`src/rtl/pkpls_pkg.sv`:
```
// Shared types, constants and helpers for the power key press detector.
package pkpls_pkg;

    localparam int TIME_BITS = 32;
    localparam int CFG_IDX_BITS = 3;
    localparam int CFG_DATA_BITS = 16;
    localparam int IN_DATA_BITS = 40;
    localparam int OUT_DATA_BITS = 8;

    localparam logic [CFG_IDX_BITS-1:0] CFG_ACTIVE_LOW  = 3'd0;
    localparam logic [CFG_IDX_BITS-1:0] CFG_DEBOUNCE    = 3'd1;
    localparam logic [CFG_IDX_BITS-1:0] CFG_HOLD        = 3'd2;
    localparam logic [CFG_IDX_BITS-1:0] CFG_SHORT_LIMIT = 3'd3;
    localparam logic [CFG_IDX_BITS-1:0] CFG_SLEEP       = 3'd4;

    localparam logic REQ_BOOT = 1'b0;

    localparam logic [15:0] RST_DEBOUNCE    = 16'd30;
    localparam logic [15:0] RST_HOLD        = 16'd2000;
    localparam logic [15:0] RST_SHORT_LIMIT = 16'd500;

    typedef logic [TIME_BITS-1:0] t_time;

    typedef struct packed {
        logic        active_low;
        logic [15:0] debounce_time;
        logic [15:0] hold_time;
        logic [15:0] short_press_limit;
        logic        sleep_on_shutdown;
    } t_cfg;

    typedef struct packed {
        logic  req_type;
        logic  key_level;
        logic [31:0] now_ms;
    } t_item;

    // packed with latch_out in the lowest bit
    typedef struct packed {
        logic on_battery;
        logic sleep_request;
        logic shutdown;
        logic short_press;
        logic key_pressed;
        logic latch_out;
    } t_result;

    function automatic t_time to_time32(input logic [31:0] v);
        logic [63:0] w;
        w = {32'd0, v};
        return w[TIME_BITS-1:0];
    endfunction

    function automatic t_time to_time16(input logic [15:0] v);
        logic [63:0] w;
        w = {48'd0, v};
        return w[TIME_BITS-1:0];
    endfunction

endpackage

```
`src/rtl/power_key_long_short_press_core.sv`:
```
// Top level of the power key press detector: input stage, update and result register.
//
//  channel | dir | handshake                    | payload
//  s_axis  | in  | s_axis_tvalid/s_axis_tready | tuser: req_type; tdata: key_level, now_ms
//  m_axis  | out | m_axis_tvalid/m_axis_tready | tdata: latch_out .. on_battery
//  cfg     | in  | i_cfg_we                     | i_cfg_idx, i_cfg_wdata
//
// One sample a cycle while m_axis is not stalled; an accepted sample passes the input
// register, then the state update into the result register, before its result beat
// goes valid on m_axis.
// Synchronous active-low reset clears the state and loads register defaults.
// A stall on m_axis holds the result and the pending sample; s_axis keeps
// taking beats as long as the input stage can move on.
module power_key_long_short_press_core
    import pkpls_pkg::*;
(
    input  logic                     i_clk,
    input  logic                     i_rst_n,
    input  logic                     s_axis_tvalid,
    output logic                     s_axis_tready,
    input  logic [IN_DATA_BITS-1:0]  s_axis_tdata,   // [0] key_level, [32:1] now_ms
    input  logic                     s_axis_tuser,   // [0] req_type
    output logic                     m_axis_tvalid,
    input  logic                     m_axis_tready,
    output logic [OUT_DATA_BITS-1:0] m_axis_tdata,   // latch_out, key_pressed,
                                                     // short_press, shutdown,
                                                     // sleep_request, on_battery
    input  logic                     i_cfg_we,
    input  logic [CFG_IDX_BITS-1:0]  i_cfg_idx,
    input  logic [CFG_DATA_BITS-1:0] i_cfg_wdata
);

    t_cfg    cfg;
    t_result result;

    logic    r_in_valid;
    t_item   r_in_item;
    logic    r_out_valid;
    t_result r_out;
    logic    advance;

    // move the held sample into the result register when it is empty or its beat is taken
    assign advance       = r_in_valid && (!r_out_valid || m_axis_tready);
    assign s_axis_tready = !r_in_valid || advance;

    pkpls_cfg u_cfg (
        .i_clk       (i_clk),
        .i_rst_n     (i_rst_n),
        .i_cfg_we    (i_cfg_we),
        .i_cfg_idx   (i_cfg_idx),
        .i_cfg_wdata (i_cfg_wdata),
        .o_cfg       (cfg)
    );

    pkpls_step u_step (
        .i_clk    (i_clk),
        .i_rst_n  (i_rst_n),
        .i_fire   (advance),
        .i_item   (r_in_item),
        .i_cfg    (cfg),
        .o_result (result)
    );

    always_ff @(posedge i_clk) begin
        if (!i_rst_n) begin
            r_in_valid  <= 1'b0;
            r_out_valid <= 1'b0;
        end else begin
            if (s_axis_tready) begin
                r_in_valid <= s_axis_tvalid;
            end
            if (advance) begin
                r_out_valid <= 1'b1;
            end else if (m_axis_tready) begin
                r_out_valid <= 1'b0;
            end
        end
    end

    always_ff @(posedge i_clk) begin
        if (s_axis_tvalid && s_axis_tready) begin
            r_in_item.req_type  <= s_axis_tuser;
            r_in_item.key_level <= s_axis_tdata[0];
            r_in_item.now_ms    <= s_axis_tdata[32:1];
        end
        if (advance) begin
            r_out <= result;
        end
    end

    assign m_axis_tvalid = r_out_valid;
    assign m_axis_tdata  = {2'b00, r_out};

endmodule

```
`src/rtl/pkpls_cfg.sv`:
```
// Configuration register file of the power key press detector.
module pkpls_cfg
    import pkpls_pkg::*;
(
    input  logic                     i_clk,
    input  logic                     i_rst_n,
    input  logic                     i_cfg_we,
    input  logic [CFG_IDX_BITS-1:0]  i_cfg_idx,
    input  logic [CFG_DATA_BITS-1:0] i_cfg_wdata,
    output t_cfg                     o_cfg
);

    t_cfg r_cfg;
    t_cfg n_cfg;

    always_comb begin
        n_cfg = r_cfg;
        if (i_cfg_we) begin
            unique case (i_cfg_idx)
                CFG_ACTIVE_LOW:  n_cfg.active_low        = i_cfg_wdata[0];
                CFG_DEBOUNCE:    n_cfg.debounce_time     = i_cfg_wdata;
                CFG_HOLD:        n_cfg.hold_time         = i_cfg_wdata;
                CFG_SHORT_LIMIT: n_cfg.short_press_limit = i_cfg_wdata;
                CFG_SLEEP:       n_cfg.sleep_on_shutdown = i_cfg_wdata[0];
                default:         n_cfg = r_cfg;
            endcase
        end
    end

    always_ff @(posedge i_clk) begin
        if (!i_rst_n) begin
            r_cfg.active_low        <= 1'b1;
            r_cfg.debounce_time     <= RST_DEBOUNCE;
            r_cfg.hold_time         <= RST_HOLD;
            r_cfg.short_press_limit <= RST_SHORT_LIMIT;
            r_cfg.sleep_on_shutdown <= 1'b0;
        end else begin
            r_cfg <= n_cfg;
        end
    end

    assign o_cfg = r_cfg;

endmodule

```
`src/rtl/pkpls_step.sv`:
```
// Debounce, press timing and shutdown state with the per-sample update.
module pkpls_step
    import pkpls_pkg::*;
(
    input  logic    i_clk,
    input  logic    i_rst_n,
    input  logic    i_fire,
    input  t_item   i_item,
    input  t_cfg    i_cfg,
    output t_result o_result
);

    logic  r_last_raw,  n_last_raw;
    t_time r_edge_time, n_edge_time;
    logic  r_stable,    n_stable;
    t_time r_press_time, n_press_time;
    logic  r_press_valid, n_press_valid;
    logic  r_armed,     n_armed;
    logic  r_battery,   n_battery;
    logic  r_shutdown,  n_shutdown;
    logic  r_latch,     n_latch;
    logic  r_sleep,     n_sleep;

    logic  raw;
    logic  pulse;
    t_time now;

    always_comb begin
        now = to_time32(i_item.now_ms);
        raw = i_cfg.active_low ? ~i_item.key_level : i_item.key_level;

        n_last_raw    = r_last_raw;
        n_edge_time   = r_edge_time;
        n_stable      = r_stable;
        n_press_time  = r_press_time;
        n_press_valid = r_press_valid;
        n_armed       = r_armed;
        n_battery     = r_battery;
        n_shutdown    = r_shutdown;
        n_latch       = r_latch;
        n_sleep       = r_sleep;
        pulse         = 1'b0;

        if (i_item.req_type == REQ_BOOT) begin
            n_battery     = raw;
            n_latch       = raw;
            n_last_raw    = raw;
            n_edge_time   = now;
            n_stable      = raw;
            n_press_time  = '0;
            n_press_valid = 1'b0;
            n_armed       = 1'b0;
            n_shutdown    = 1'b0;
            n_sleep       = 1'b0;
        end else if (!r_shutdown) begin
            // restart the stable window on every raw change
            if (raw != r_last_raw) begin
                n_last_raw  = raw;
                n_edge_time = now;
            end
            if (t_time'(now - n_edge_time) >= to_time16(i_cfg.debounce_time)) begin
                n_stable = raw;
            end
            if (n_stable) begin
                if (r_armed && !r_press_valid) begin
                    n_press_time  = now;
                    n_press_valid = 1'b1;
                end
                if (r_battery && n_press_valid &&
                    t_time'(now - n_press_time) >= to_time16(i_cfg.hold_time)) begin
                    n_shutdown = 1'b1;
                    n_latch    = 1'b0;
                    n_sleep    = i_cfg.sleep_on_shutdown;
                end
            end else begin
                if (r_press_valid) begin
                    pulse = t_time'(now - r_press_time) <=
                            to_time16(i_cfg.short_press_limit);
                    n_press_valid = 1'b0;
                end
                n_armed = 1'b1;
            end
        end

        o_result.latch_out     = n_latch;
        o_result.key_pressed   = n_stable;
        o_result.short_press   = pulse;
        o_result.shutdown      = n_shutdown;
        o_result.sleep_request = n_sleep;
        o_result.on_battery    = n_battery;
    end

    always_ff @(posedge i_clk) begin
        if (!i_rst_n) begin
            r_last_raw    <= 1'b0;
            r_edge_time   <= '0;
            r_stable      <= 1'b0;
            r_press_time  <= '0;
            r_press_valid <= 1'b0;
            r_armed       <= 1'b0;
            r_battery     <= 1'b0;
            r_shutdown    <= 1'b0;
            r_latch       <= 1'b0;
            r_sleep       <= 1'b0;
        end else if (i_fire) begin
            r_last_raw    <= n_last_raw;
            r_edge_time   <= n_edge_time;
            r_stable      <= n_stable;
            r_press_time  <= n_press_time;
            r_press_valid <= n_press_valid;
            r_armed       <= n_armed;
            r_battery     <= n_battery;
            r_shutdown    <= n_shutdown;
            r_latch       <= n_latch;
            r_sleep       <= n_sleep;
        end
    end

`ifndef ASSERT_OFF
    a_shutdown_drops_latch: assert property (@(posedge i_clk) disable iff (!i_rst_n)
        r_shutdown |-> !r_latch)
        else $error("latch still high after shutdown");
    a_sleep_needs_shutdown: assert property (@(posedge i_clk) disable iff (!i_rst_n)
        r_sleep |-> r_shutdown)
        else $error("sleep request without shutdown");
    a_press_needs_arm: assert property (@(posedge i_clk) disable iff (!i_rst_n)
        r_press_valid |-> r_armed)
        else $error("press timed before a release was seen");
    a_latch_battery_only: assert property (@(posedge i_clk) disable iff (!i_rst_n)
        r_latch |-> r_battery)
        else $error("latch driven high outside battery mode");
`endif

endmodule

```
`config.mk`:
```
export PLATFORM = sky130hd
export DESIGN_NAME = power_key_long_short_press_core
export DESIGN_NICKNAME = d
export VERILOG_FILES = /design/src/rtl/pkpls_pkg.sv /design/src/rtl/power_key_long_short_press_core.sv /design/src/rtl/pkpls_cfg.sv /design/src/rtl/pkpls_step.sv
export SDC_FILE = /design/constraint.sdc
export NUM_CORES = 1
export LEC_CHECK = 0
export ABC_AREA = 0
export BUFFER_PORTS_ARGS = -buffer_cell sky130_fd_sc_hd__buf_4
export CAP_MARGIN = 40
export CORE_MARGIN = 2
export CORE_UTILIZATION = 55
export DETAILED_ROUTE_END_ITERATION = 6
export GPL_TIMING_DRIVEN = 0
export PLACE_DENSITY = 0.81
export SKIP_CTS_REPAIR_TIMING = 1
export SYNTH_ARGS = -nofsm -noshare
export SYNTH_HDL_FRONTEND = slang
export SYNTH_SLANG_ARGS = --single-unit
export TNS_END_PERCENT = 1
```
`constraint.sdc`:
```
create_clock -name i_clk -period 5.99 [get_ports i_clk]
set_input_delay 1.4975 -clock i_clk [delete_from_list [all_inputs] [get_ports i_clk]]
set_output_delay 1.4975 -clock i_clk [all_outputs]
set_load 0.01 [all_outputs]
```
==> flow_metrics.py <==
metrics = {
    "clocking": {
        "tritoncts": "yes",
        "clkLatencyLatePin_ns": 0.44,
        "clockRootBuffer": "clkbuf_16",
        "clock_path_buffers": 2,
        "clk_pin_slew_ns": 0.07,
        "cts.sinks": 164,
        "htree_levels": 4,
        "cts_inserted_buffers": 17,
    },
    "timing": {
        "hold_ws_ns": 0.455,
        "rsz0062_at_grt": "true",
        "relSlewSlack": 0.341,
        "finClkSkew_ns": 0.0151,
        "period_needed_ns": 6.22,
        "final_hold_viol_count": 0,
        "drv_slew": 0,
        "timing.fmax_ghz": 0.161,
        "tightest_slew_ns": 0.988,
        "setup_ws_ns": -0.227,
        "fin_crit_sh": 1.04,
        "setup_violations": 36,
        "tns_ns": -5.05,
    },
    "synthesis": {
        "ys_types": 90,
        "avgSynthCellArea_sq_um": 8.01,
        "ys_ff_latch": 164,
        "syn_inst": 1667,
        "yosys.area.top_type_share": 0.186,
        "synth_common_cells": "nand2_1 (224), a21oi_1 (203), ha_1 (131)",
        "ys.flop_type": "dfxtp_1",
        "synth_seq_area_share": 0.276,
        "yosysMostFrequentCell": "nand2_1",
        "synth_area_leaders": "dfxtp_1 (19%), ha_1 (12%), edfxtp_1 (9.0%)",
        "yosys_warnings": 0,
        "synth_enable_flop_cells": 40,
        "syn_area_sq_mm": 0.0134,
        "synth_top_area_cell": "dfxtp_1",
        "ys_async_sr_fraction": 0,
    },
    "place": {
        "dp_hpwl_mm": 30.4,
        "dp_cells": 2057,
        "place_congestion": 0.960,
        "port_buffers": 64,
    },
    "grt": {
        "grt_pass1_vias": 12200,
        "overflow": 0,
        "antenna_found_initial": 0,
        "track_usage": 0.299,
        "grt_pass1_wl_mm": 62.1,
        "grt_max_degree": 20,
    },
    "critical_path": {
        "crit_fanout": 7,
        "path_class": "reg2reg",
        "r2r-start": "r_in_item[32]",
        "end_kind": "register",
        "crit_path_end": "m_axis_tdata[0]",
        "cp-start-kind": "register",
        "cp.required_ns": 6.18,
        "rr_worst_depth": 25,
        "r2r_slack_ns": -0.23,
        "crit_path_start": "r_in_item[32]",
        "cp.arrival_ns": 6.41,
        "r2r-end": "m_axis_tdata[0]",
    },
    "worst_hold_path": {
        "whs_path_depth": 2,
        "min_path_type": "reg2reg",
    },
    "cells_and_area": {
        "drive_gt1_frac": 0.132,
        "fin_cells": 2103,
        "diodes": 0,
        "fin_nets": 1964,
        "num-fill-cells": 2034,
        "syn2layout_area_growth_pct": 14.7,
    },
    "floorplanning": {
        "ios": 75,
        "die_h_um": 160,
        "fp.dieArea_sq_mm": 0.0255,
        "rows": 57,
        "initial_core_util": 0.554,
        "core_area_sq_mm": 0.0241,
        "die_w_um": 160,
    },
    "drt": {
        "drc": 0,
        "via_per_inst": 6.11,
        "ant_nets": 0,
        "routed_wirelength_mm": 39.8,
        "wl_per_cell_um": 18.9,
        "first_pass_iters": 5,
        "first_iter_violations": 1131,
        "vias": 12900,
    },
    "pwr": {
        "peakVddDrop_uv": 180,
        "powerDensity_mw_per_mm2": 236,
        "p_leak_nw": 5.91,
    },
    "outcome": {
        "violations": "setup timing",
        "outcome": "finished, violations left",
    },
    "flow_run": {
        "drv_cap": 0,
    },
}
==> stage by stage <==
| step | total power [mW] | util | area, sq um | setup slack (ns) |
|---|---|---|---|---|
| 2_1_floorplan | 2.03 | - | 13400 | 0.154 |
| 3_3_place_gp | 2.29 | 0.591 | 14200 | -0.946 |
| 3_5_place_dp | 2.32 | 0.592 | 14300 | -1.11 |
| 4_1_cts | 3.49 | 0.618 | 14900 | -1.24 |
| 5_1_grt | 3.77 | 0.636 | 15300 | -0.336 |
| 6_report | 3.61 | 0.636 | 15300 | -0.227 |
==> final cells by class <==
| cell class | count | area [sq um] | share of cell area |
|---|---|---|---|
| Inverter | 112 | 423 | 0.0276 |
| Tap cell | 324 | 405 | 0.0265 |
| Clock inverter | 15 | 196 | 0.0128 |
| Sequential cell | 164 | 3680 | 0.240 |
| Multi-Input combinational cell | 1317 | 9210 | 0.601 |
| Clock buffer | 17 | 425 | 0.0278 |
| Timing Repair Buffer | 79 | 613 | 0.0400 |
| Buffer | 75 | 367 | 0.0239 |
==> registers in the layout, indices dropped and copies added (netlist names), 6 cells and up <==
signal / flops
m_axis_tdata: 6
u_step.r_edge_time: 32
u_step.r_press_time: 32
u_cfg.o_cfg: 50
r_in_item: 34
==> worst min path at each step <==
stage	startpoint	endpoint	slack [ns]
3_3_place_gp	u_step.r_edge_time[13]	u_step.r_edge_time[13]	0.44
5_1_grt	u_step.r_edge_time[14]	u_step.r_edge_time[14]	0.48
3_5_place_dp	u_step.r_edge_time[13]	u_step.r_edge_time[13]	0.45
2_1_floorplan	u_step.r_edge_time[12]	u_step.r_edge_time[12]	0.44
6_report	u_step.r_edge_time[25]	u_step.r_edge_time[25]	0.46
4_1_cts	u_step.r_edge_time[13]	u_step.r_edge_time[13]	0.46
==> worst max-delay path: stages, from the launching register on <==
cell and delay [ns]:
edfxtp_1 0.47, xnor3_2 0.52, buf_6 0.19, o21ai_4 0.13, ha_4 0.18, inv_4 0.05
a2111oi_4 0.43, a2111oi_4 0.10, buf_4 0.17, o31ai_4 0.28, a21boi_2 0.22, o22a_1 0.17
o21ai_0 0.10, xnor2_1 0.24, o21ai_0 0.13, ha_2 0.22, a211oi_2 0.24, a31oi_2 0.16
nor4_2 0.26, nand4_1 0.13, nor3_2 0.22, nand4_2 0.19, o41a_1 0.46, nor3_2 0.30
nand2b_1 0.16, a31o_1 0.24
==> layout by cell type (no fill, tap or decap), drive strengths merged, types with 5 or more instances in the layout <==
cell type  Yosys  final
nand2        225    225
a21oi        203    203
ha           131    131
dfxtp        124    124
nor2         119    119
inv          112    117
buf           13     95
clkbuf        62     76
o21ai         72     72
xnor2         43     43
edfxtp        40     40
a21o          37     37
o211ai        35     35
nand4         32     32
mux2i         31     31
nand2b        30     30
o2bb2ai       30     30
nand3         26     26
xor2          25     25
nor2b         24     24
nor3          21     21
a211oi        19     19
o21a          18     18
a31oi         18     18
and3          16     16
o21bai        13     13
nor4          12     12
o31ai         10     10
or2            9      9
or3            8      8
o2111ai        8      8
and2           8      8
a311oi         6      6
a2111oi        6      6
clkinv         0      6
a31o           5      5
a21boi         5      5
o221ai         5      5
a221oi         5      5
==> power breakdown <==
| group | switching, mW | internal, mW |
|---|---|---|
| Combinational | 0.714 | 0.484 |
| Sequential | 0.0538 | 1.17 |
| Clock | 0.515 | 0.669 |
==> layer usage <==
metal / track usage / up-vias / part of all wire
li1: - / 6238 / -
met1: 0.391 / 6068 / 0.43
met2: 0.513 / 463 / 0.48
met3: 0.0358 / 87 / 0.060
met4: 0.104 / 0 / 0.028
met5: 0 / - / 0
==> kinds of logic (layout without fill, tap and decap cells) <==
group                    after synthesis  after routing  synth area share
adder cells (fa/ha/maj)              137            137             0.129
AND/OR/NAND/NOR                      545            545             0.193
other                                  1              2          0.000281
flip-flops                           164            164             0.276
buffers and inverters                187            298            0.0571
multiplexers                          34             34            0.0258
XOR/XNOR                              70             70            0.0487
AO/OA/AOI/OAI                        529            529             0.271
No activity file was read; power rests on OpenSTA's default activity.
